$ cat src/hw/rtl/mcbpd_pkg.sv
`timescale 1ns / 1ps
// ----------------------------------------------------------------------------
// mcbpd_pkg
// Types, codes and default values of the multi-channel blink/pulse driver.
// ----------------------------------------------------------------------------
package mcbpd_pkg;

    localparam int NUM_CHANNELS_DEF = 4;
    localparam int COUNT_WIDTH_DEF  = 16;

    // Widths fixed by the word formats.
    localparam int OUT_BITS   = 4;
    localparam int CHAN_W     = 2;
    localparam int CFG_DATA_W = 16;

    localparam logic [CFG_DATA_W-1:0] BLINK_PERIOD_RST = 16'd500;
    localparam logic [CFG_DATA_W-1:0] PULSE_LENGTH_RST = 16'd250;
    localparam logic [OUT_BITS-1:0]   ACTIVE_MASK_RST  = 4'hF;

    typedef enum logic [2:0] {
        MODE_OFF       = 3'd0,
        MODE_ON        = 3'd1,
        MODE_BLINK_ON  = 3'd2,
        MODE_BLINK_OFF = 3'd3,
        MODE_PULSE     = 3'd4
    } t_mode;

    typedef enum logic [1:0] {
        EVT_OFF   = 2'd0,
        EVT_ON    = 2'd1,
        EVT_BLINK = 2'd2,
        EVT_PULSE = 2'd3
    } t_event;

    typedef enum logic {
        REQ_TICK = 1'b0,
        REQ_POST = 1'b1
    } t_req;

    typedef enum logic [1:0] {
        REG_BLINK_PERIOD = 2'd0,
        REG_PULSE_LENGTH = 2'd1,
        REG_ACTIVE_MASK  = 2'd2
    } t_reg_idx;

    typedef struct packed {
        t_req              req_type;
        logic [CHAN_W-1:0] channel;
        t_event            event_code;
    } t_in_word;

    typedef struct packed {
        logic [OUT_BITS-1:0] pin_levels;
        logic [OUT_BITS-1:0] busy_mask;
    } t_out_word;

    typedef struct packed {
        t_reg_idx              reg_index;
        logic [CFG_DATA_W-1:0] wr_data;
    } t_cfg_word;

    typedef struct packed {
        logic [CFG_DATA_W-1:0] blink_period;
        logic [CFG_DATA_W-1:0] pulse_length;
        logic [OUT_BITS-1:0]   active_level_mask;
    } t_cfg;

    typedef struct packed {
        logic   tick;
        logic   post;
        t_event evt;
    } t_chan_ctrl;

    typedef struct packed {
        logic active;
        logic busy;
    } t_chan_stat;

endpackage

$ cat src/hw/rtl/mcbpd_channel.sv
`timescale 1ns / 1ps
// ----------------------------------------------------------------------------
// mcbpd_channel
// Mode state machine, phase countdown and pending event of one pin.
// ----------------------------------------------------------------------------
module mcbpd_channel
    import mcbpd_pkg::*;
#(
    parameter int COUNT_WIDTH = COUNT_WIDTH_DEF
) (
    input  logic                   i_clk,
    input  logic                   i_rst_n,
    input  t_chan_ctrl             i_ctrl,
    input  logic [COUNT_WIDTH-1:0] i_blink_reload,
    input  logic [COUNT_WIDTH-1:0] i_pulse_reload,
    output t_chan_stat             o_stat
);

    t_mode                  r_mode;
    t_mode                  n_mode;
    logic [COUNT_WIDTH-1:0] r_count;
    logic [COUNT_WIDTH-1:0] n_count;
    logic                   r_pend_valid;
    logic                   n_pend_valid;
    t_event                 r_pend_event;
    t_event                 n_pend_event;

    always_ff @(posedge i_clk) begin
        if (!i_rst_n) begin
            r_mode       <= MODE_OFF;
            r_count      <= '0;
            r_pend_valid <= 1'b0;
            r_pend_event <= EVT_OFF;
        end else begin
            r_mode       <= n_mode;
            r_count      <= n_count;
            r_pend_valid <= n_pend_valid;
            r_pend_event <= n_pend_event;
        end
    end

    always_comb begin
        n_mode       = r_mode;
        n_count      = r_count;
        n_pend_valid = r_pend_valid;
        n_pend_event = r_pend_event;

        if (i_ctrl.post) begin
            // A newer command replaces whatever is still waiting.
            n_pend_event = i_ctrl.evt;
            n_pend_valid = 1'b1;
        end else if (i_ctrl.tick) begin
            unique case (r_mode)
                MODE_OFF: begin
                    if (r_pend_valid) begin
                        unique case (r_pend_event)
                            EVT_ON: begin
                                n_mode       = MODE_ON;
                                n_pend_valid = 1'b0;
                            end
                            EVT_BLINK: begin
                                n_count      = i_blink_reload;
                                n_mode       = MODE_BLINK_ON;
                                n_pend_valid = 1'b0;
                            end
                            EVT_PULSE: begin
                                n_count      = i_pulse_reload;
                                n_mode       = MODE_PULSE;
                                n_pend_valid = 1'b0;
                            end
                            EVT_OFF: n_mode = MODE_OFF;
                        endcase
                    end
                end
                MODE_ON: begin
                    if (r_pend_valid && (r_pend_event == EVT_OFF)) begin
                        n_mode       = MODE_OFF;
                        n_pend_valid = 1'b0;
                    end else if (r_pend_valid && (r_pend_event == EVT_BLINK)) begin
                        n_count      = i_blink_reload;
                        n_mode       = MODE_BLINK_ON;
                        n_pend_valid = 1'b0;
                    end
                end
                MODE_BLINK_ON, MODE_BLINK_OFF: begin
                    if (r_count != '0) begin
                        n_count = r_count - COUNT_WIDTH'(1);
                    end else begin
                        n_count = i_blink_reload;
                        n_mode  = (r_mode == MODE_BLINK_ON) ? MODE_BLINK_OFF
                                                            : MODE_BLINK_ON;
                    end
                    // A pending on or off ends blinking after the phase step.
                    if (r_pend_valid && (r_pend_event == EVT_ON)) begin
                        n_count      = '0;
                        n_mode       = MODE_ON;
                        n_pend_valid = 1'b0;
                    end else if (r_pend_valid && (r_pend_event == EVT_OFF)) begin
                        n_count      = '0;
                        n_mode       = MODE_OFF;
                        n_pend_valid = 1'b0;
                    end
                end
                MODE_PULSE: begin
                    if (r_count != '0) begin
                        n_count = r_count - COUNT_WIDTH'(1);
                    end else begin
                        n_mode = MODE_OFF;
                    end
                end
                default: begin
                    n_count      = '0;
                    n_mode       = MODE_OFF;
                    n_pend_event = EVT_OFF;
                    n_pend_valid = 1'b0;
                end
            endcase
        end

        o_stat.active = (n_mode == MODE_ON) || (n_mode == MODE_BLINK_ON) ||
                        (n_mode == MODE_PULSE);
        o_stat.busy   = n_pend_valid;
    end

endmodule

$ cat config.mk
export PLATFORM = sky130hd
export DESIGN_NAME = mcbpd_channel
export DESIGN_NICKNAME = d
export VERILOG_FILES = /design/src/hw/rtl/mcbpd_pkg.sv /design/src/hw/rtl/mcbpd_channel.sv
export SDC_FILE = /design/constraint.sdc
export NUM_CORES = 1
export LEC_CHECK = 0
export BUFFER_PORTS_ARGS = -buffer_cell sky130_fd_sc_hd__clkbuf_2
export CORE_MARGIN = 5
export CORE_UTILIZATION = 50
export DETAILED_ROUTE_END_ITERATION = 10
export GPL_ROUTABILITY_DRIVEN = 0
export PLACE_DENSITY_LB_ADDON = 0.05
export RECOVER_POWER = 100
export SLEW_MARGIN = 20
export SYNTH_ARGS = -nofsm -noshare
export SYNTH_HDL_FRONTEND = slang
export SYNTH_SLANG_ARGS = --single-unit
$ cat constraint.sdc
create_clock -name i_clk -period 6 [get_ports i_clk]
set_input_delay 0.9 -clock i_clk [delete_from_list [all_inputs] [get_ports i_clk]]
set_output_delay 0.9 -clock i_clk [all_outputs]
set_load 0.1 [all_outputs]
==> results.md, run 1 <==
* Final hold vios at 0
* Initial DRT Pass Iterations at 4
* Fin Setup TNS at 0 ns
* Core ar. at 3100 sq um
* Synth cell types at 51
* Clk Tree Root Cell: clkbuf_4
* Fillers at 331
* First-pass GRT wire length at 7.49 mm
* Share of layout cells above drive strength 1 at 19.8%
* Routed WL at 4.45 mm
* Top FF cell, synth: dfxtp_1
* Seq/Total Area, Yosys at 26.8%
* CTS sink count at 22
* Hold path cells at 2
* Detail Route Antenna Nets at 0
* Initial antenna violation count at 0
* Post-synth top area cell: dfxtp_1
* Min-Delay Path Class: flip-flop to flip-flop
* Worst setup SP type: flip-flop
* Final setup vio count at 0
* CTS Buffer Depth at 2
* Crit path time final at 4.22 ns
* Final Util at 60.2%
* Hold EP: r_count[11]$_SDFFE_PN0P_
* FF-to-FF Start: r_count[9]$_SDFFE_PN0P_
* Mapped cell area at 1640 sq um
* Crit-path leading delay family: simple AND/OR/NAND/NOR gates
* Avg Cell Area, Syn at 7.58 sq um
* Power Density at 203 nW/um^2
* Post-CTS Hold Fix Bufs at 0
* Largest stage delay, worst path at 0.85 ns
* WL per Instance at 15.3 um
* Worst hold path startpoint: r_count[11]$_SDFFE_PN0P_
* Async set-or-reset flop fraction in the synthesized netlist at 0%
* Outcome: finished, final reports clean
* Fmax at 237 MHz
* Post-synth EDFFs at 0
* Place WS at 2.58 ns
* IO buf count at 39
* HPWL reported at the end of detailed placement at 3.35 mm
* Worst path bufs/invs at 1
* Post-Syn Nets at 257
* Crit Path Max Fanout at 9
* Worst VDD drop at 145 uV
* Vias in the first global route at 1,571
* Slowest cell on crit path: clkbuf_1
* Max-Cap Viols at 0
* Total Power at 379 uW
* Hold Slack at 0.467 ns
* Area Growth Syn to Fin at 13.5%
* Antenna cells at 0
* RSZ-0062 raised after global routing: false
* Gr ovfl total at 0
* Ys Warns at 0
* Residual DRC at 0
* Post-DP Area at 1830 sq um
* Actual slew at the worst max-slew pin at 1.17 ns
* Worst Path Required at 5.10 ns
* Finished layout cell area at 1870 sq um
* Static leakage at 0.793 nW
* Num CTS Buffers at 3
* I/O pin cnt at 40
* CTS tree: done
* Post CTS Setup Buffer Count at 0
* Height of the die at 67.3 um
* Clk_skew at 0.00193 ns
* Slew HR at 22.7%
* H-tree levels at 1
* Cell total after placement at 287
* Initial Util at 53.0%
* Post-CTS sizing at 0
* Crit path DAT at 3.32 ns
* DR vias/cell at 6.02
* Worst r2r dst: r_count[8]$_SDFFE_PN0P_
* CP Cell Sequence: or3_1 > or3_1 > o31ai_1 > o2bb2ai_1 > xor2_1 > mux2_2 > clkbuf_1
* Total GRT Usage at 21.2%
* Critical setup path kind: flip-flop to output pin
* Layout Cells excl Fill at 291
* Pins Over Slew Limit at 0
* Post-synth top area share at 26.8%
* Most used cell, CP: or3_1
* Clock-pin slew on the worst setup and hold paths at 0.13 ns
* R2R setup slack at 2.98 ns
* Cells taking the most area after synthesis: dfxtp_1 (27%), nor2_1 (5.3%), o21ai_0 (4.3%), nand2_1 (4.1%), a21oi_1 (3.0%)
* Setup ws final at 1.78 ns
* Reg2Reg Depth at 6
* Post-route clock period utilization at 70.4%
* Yosys reg bits at 22
* Layout net count at 288
* Die area at 4530 sq um
* Initial DRC count at 153
* Vias after detailed routing at 1,751
* Worst-skew pair later-pin latency at 0.31 ns
* Setup crit end kind: output pin
* Largest net degree at the start of global routing at 18
* Die W at 67.3 um
* Syn Inst Count at 217
* # rows at 20
placed cells by master, fill, tap and decap left out, types with 2 or more instances in the layout:
cell	netlist	final
nor2b_1	3	3
nor3b_1	4	4
o211a_1	4	4
o2bb2ai_1	5	5
a221oi_1	3	3
nand4_1	2	2
o31ai_1	3	3
and2_0	0	3
o22a_1	2	2
clkbuf_1	9	2
nor3_1	10	11
nor2_1	23	23
nand2_1	18	18
a22oi_1	6	6
or3_1	2	3
a22o_1	2	2
a222oi_1	3	3
ha_1	2	2
inv_1	5	5
o21ai_1	3	2
a21oi_1	10	10
clkbuf_2	0	37
o21ai_0	14	15
and2_1	7	4
or2_0	0	2
nor4_1	6	5
a211oi_1	3	3
o22ai_1	8	8
nand3_1	4	4
clkbuf_4	0	3
a21o_1	2	2
nand2b_1	4	4
dfxtp_1	22	22
mux2i_1	2	2
o21a_1	2	2
synthesized netlist by cell type (all sizes together) (2+ instances only):
| library cell | instances |
|---|---|
| nand4 | 2 |
| nor4 | 6 |
| nor2b | 3 |
| clkbuf | 9 |
| nor2 | 23 |
| a22o | 2 |
| nand3 | 4 |
| nand2 | 18 |
| o22a | 2 |
| dfxtp | 22 |
| a21oi | 10 |
| o22ai | 8 |
| a22oi | 6 |
| buf | 5 |
| or2 | 2 |
| o2bb2ai | 5 |
| a21o | 2 |
| or3 | 3 |
| a221oi | 3 |
| o21ai | 18 |
| nand2b | 4 |
| o211a | 4 |
| mux2i | 2 |
| o31ai | 5 |
| ha | 2 |
| nor3b | 4 |
| and2 | 7 |
| o21a | 2 |
| nor3 | 12 |
| a211oi | 3 |
| a222oi | 3 |
| inv | 5 |
worst max-delay path by stage:
| stage | start | endpoint | cells after the start | slack (ns) |
|---|---|---|---|---|
| 6_report | r_count[9]$_SDFFE_PN0P_ | o_stat[1] | 7 | 1.78 |
| 5_1_grt | r_count[9]$_SDFFE_PN0P_ | o_stat[1] | 7 | 1.59 |
| 4_1_cts | r_count[9]$_SDFFE_PN0P_ | o_stat[1] | 7 | 2.22 |
| 3_5_place_dp | i_ctrl[2] | o_stat[1] | 8 | 2.58 |
| 3_3_place_gp | r_count[9]$_SDFFE_PN0P_ | o_stat[1] | 7 | 2.65 |
| 2_1_floorplan | r_count[9]$_SDFFE_PN0P_ | o_stat[1] | 7 | 2.86 |
final cells by class:
cell class / count / area, sq um / share of cell area (%)
clock buffer: 4 / 36.3 / 1.94
multi-input combinational: 176 / 1120 / 59.8
sequential: 22 / 440 / 23.6
tap: 44 / 55.1 / 2.95
inverter: 5 / 18.8 / 1.01
timing repair buffer: 40 / 200 / 10.7
per-layer routing:
| layer | up-vias | part of all wire [%] | track usage [%] |
|---|---|---|---|
| met2 | 58 | 46 | 34.1 |
| met4 | 0 | 0.47 | 2.28 |
| met5 | - | 0 | 0 |
| met3 | 2 | 6.4 | 4.33 |
| met1 | 800 | 47 | 30.0 |
| li1 | 891 | - | - |
registers in the layout (all words and copies together), names as in the netlist:
| name | cells |
|---|---|
| r_count | 16 |
| r_mode | 3 |
| r_pend_event | 2 |
| r_pend_valid | 1 |
cells by family after synthesis:
logic type,after synthesis,share of synthesized area [%]
xor gates and xnor gates,1,0.533
adders and majority gates,2,1.52
muxes,3,1.90
DFF,22,26.8
and+or+nand+nor,90,28.6
AOI/OAI and AO/OA,80,35.0
buffers and inverters,19,5.63
tightest hold or removal path: stages, from the launching register on:
cell and delay [ns]:
dfxtp_1 0.33, nand2_1 0.05, o22ai_1 0.05
power breakdown:
| group | internal [mW] | switching (mW) | leakage [nW] |
|---|---|---|---|
| Combinational | 0.0516 | 0.0791 | 0.594 |
| Sequential | 0.153 | 0.0105 | 0.178 |
| Clock | 0.0371 | 0.0477 | 0.0210 |
(Power assumes the default switching activity.)
==> inputs of run 2 (changes only) <==
--- a/config.mk
+++ b/config.mk
@@ -7,7 +7,7 @@
 export LEC_CHECK = 0
 export BUFFER_PORTS_ARGS = -buffer_cell sky130_fd_sc_hd__clkbuf_2
 export CORE_MARGIN = 5
-export CORE_UTILIZATION = 50
+export CORE_UTILIZATION = 48
 export DETAILED_ROUTE_END_ITERATION = 10
 export GPL_ROUTABILITY_DRIVEN = 0
 export PLACE_DENSITY_LB_ADDON = 0.05
==> constraint.sdc (replaced) <==
create_clock -name i_clk -period 3.75 [get_ports i_clk]
set_input_delay 0.5625 -clock i_clk [delete_from_list [all_inputs] [get_ports i_clk]]
set_output_delay 0.5625 -clock i_clk [all_outputs]
set_load 0.1 [all_outputs]
==> run 2 against run 1 <==
- sequential power rose by 60%
- non-clock buffer count up 1
- final cell count increased by 1.0%
- first-iteration DRC count decreased by 5.2%
- count of clock-buffer cells in the layout is 1 lower
- die area increased by 3.6%
- routed wire length down 0.54%
- global-route usage shrank 1.3 points
- clock skew up 0.011 ns
- clock power is 130% higher
- critical path type unchanged
- critical endpoint unchanged
- highest routed layer unchanged
==> results.md, run 2 (synthesis gave the netlist of run 1 again) <==
* Actual slew at the worst max-slew pin at 1.16 ns (-0.00139 ns)
* CTS tree: done
* Fin Setup TNS at 0 ns (unchanged)
* Routed WL at 4.42 mm (-0.54%)
* Total GRT Usage at 19.8% (-1.3 points)
* R2R setup slack at 0.59 ns (-2.39 ns)
* Initial DRC count at 145 (-5.2%)
* First-pass GRT wire length at 7.06 mm (-5.7%)
* HPWL reported at the end of detailed placement at 3.32 mm (-0.92%)
* Cell total after placement at 290 (+1.0%)
* Met2 WL at 1.81 mm (-12%)
* Pins Over Slew Limit at 0 (unchanged)
* Crit path time final at 3.47 ns
* Slew HR at 22.8% (+0.092 points)
* Most used cell, CP: or3_1
* WL per Instance at 15.0 um (-1.6%)
* Most common cell after layout, fill and taps aside: clkbuf_2
* Min-Delay Path Class: flip-flop to flip-flop
* Post-CTS sizing at 0 (unchanged)
* DR vias/cell at 5.93 (-1.5%)
* Num CTS Buffers at 3 (unchanged)
* Slowest cell on crit path: or3_1
* Worst-skew pair later-pin latency at 0.33 ns (+0.02 ns)
* Worst Path Required at 3.19 ns (-1.91 ns)
* Outcome: finished, final reports clean
* Crit path DAT at 2.90 ns (-0.42 ns)
* Met3 wire len at 253 um (-11%)
* Initial Util at 49.3% (-3.7 points)
* Final hold vios at 0 (unchanged)
* Max-Cap Viols at 0 (unchanged)
* Critical setup path kind: flip-flop to output pin
* Largest net degree at the start of global routing at 18 (unchanged)
* Top reg by flops: r_count
* Power Density at 348 nW/um^2 (+71%)
* Initial antenna violation count at 0 (unchanged)
* Die area at 4700 sq um (+3.6%)
* CTS Buffer Depth at 2 (unchanged)
* Worst VDD drop at 140 uV (-3.4%)
* Post-CTS Hold Fix Bufs at 0 (unchanged)
* Die W at 68.5 um (+1.8%)
* Core ar. at 3340 sq um (+7.5%)
* Setup crit end kind: output pin
* Worst setup SP type: flip-flop
* Total Power at 652 uW (+72%)
* Clk Tree Root Cell: clkbuf_4
* Crit Path Max Fanout at 9 (unchanged)
* Largest stage delay, worst path at 0.49 ns (-0.36 ns)
* Layout net count at 289 (+0.35%)
* Height of the die at 68.5 um (+1.8%)
* RSZ-0062 raised after global routing: false
* Static leakage at 0.803 nW (+1.2%)
* Post-DP Area at 1840 sq um (+0.55%)
* # rows at 21 (+5.0%)
* Area Growth Syn to Fin at 14.0%
* Antenna cells at 0 (unchanged)
* Fmax at 289 MHz
* Met1 WL at 2.31 mm (+10%)
* I/O pin cnt at 40 (unchanged)
* Clk_skew at 0.0133 ns (+0.0114 ns)
* Vias after detailed routing at 1,742 (-0.51%)
* Initial DRT Pass Iterations at 4 (unchanged)
* Gr ovfl total at 0 (unchanged)
* DR top layer: met4
* Layout Cells excl Fill at 294 (+1.0%)
* Clock-pin slew on the worst setup and hold paths at 0.14 ns (about the same)
* H-tree levels at 1 (unchanged)
* Share of layout cells above drive strength 1 at 20.2% (+0.32 points)
* Finished layout cell area at 1870 sq um (+0.40%)
* Max reg flops at 16 (unchanged)
* Post CTS Setup Buffer Count at 0 (unchanged)
* Most frequent cells in the layout: clkbuf_2 (38), nor2_1 (23), dfxtp_1 (22), nand2_1 (18), o21ai_0 (15)
* Final setup vio count at 0 (unchanged)
* Vias in the first global route at 1,453 (-7.5%)
* Largest regs: r_count (16), r_mode (3), r_pend_event (2)
* Residual DRC at 0 (unchanged)
* IO buf count at 39 (unchanged)
* CP Cell Sequence: or3_1 > or3_1 > nor3_1 > o21ai_1 > xor2_1 > mux2_2 > clkbuf_2
* Post-route clock period utilization at 92.4%
* CTS sink count at 22 (unchanged)
* Detail Route Antenna Nets at 0 (unchanged)
==> run 2: cell count changes in the layout (fill, tap and decap cells not counted), sizes merged <==
cell,change
buf,+1
bufinv,+1
clkbuf,-1
==> run 2: worst max-delay path: cells and delay by family, from the launching register on <==
family	cells	cell delay [ns]
xor gates and xnor gates	1	0.17
and+or+nand+nor	3	1.23
AOI/OAI and AO/OA	1	0.16
muxes	1	0.26
DFF	1	0.37
buffers and inverters	1	0.37
==> run 2: through the flow <==
| step | hold WS, ns | setup WS [ns] | utilization, % |
|---|---|---|---|
| 3_5_place_dp | 0.452 | 0.662 | 55.3 |
| 6_report | 0.462 | 0.285 | 56.2 |
| 2_1_floorplan | 0.435 | 0.952 | - |
| 5_1_grt | 0.493 | 0.174 | 56.2 |
| 3_3_place_gp | 0.450 | 0.716 | 55.3 |
| 4_1_cts | 0.470 | 0.282 | 56.8 |
==> run 2: area by class of cell <==
cell class | instances | area, sq um
flip-flops and latches | 22 | 440
multi-input cells | 176 | 1100
inverters | 5 | 18.8
clock buffers | 3 | 22.5
well taps | 46 | 57.6
fillers | 356 | 1460
repair buffers | 41 | 209
clock inverters | 1 | 30.0
==> run 2: final timing paths <==
kind         depth (start not counted)                  endpoint                startpoint
max                                  7                 o_stat[1]   r_count[9]$_SDFFE_PN0P_
min reg2reg                          2  r_count[11]$_SDFFE_PN0P_  r_count[11]$_SDFFE_PN0P_
max reg2reg                          6   r_count[0]$_SDFFE_PN0P_   r_count[9]$_SDFFE_PN0P_
min                                  2  r_count[11]$_SDFFE_PN0P_  r_count[11]$_SDFFE_PN0P_
==> run 2: power breakdown <==
part / internal [mW] / leakage (nW) / switching [mW]
combinational: 0.0776 / 0.596 / 0.119
sequential: 0.246 / 0.178 / 0.0171
clock: 0.108 / 0.0279 / 0.0838
total: 0.431 / 0.803 / 0.220
==> run 2: per-layer routing <==
| metal | up-vias | global-route usage [%] |
|---|---|---|
| met3 | 5 | 2.59 |
| met4 | 0 | 5.96 |
| li1 | 892 | - |
| met2 | 53 | 26.6 |
| met5 | - | 0 |
| met1 | 792 | 31.9 |
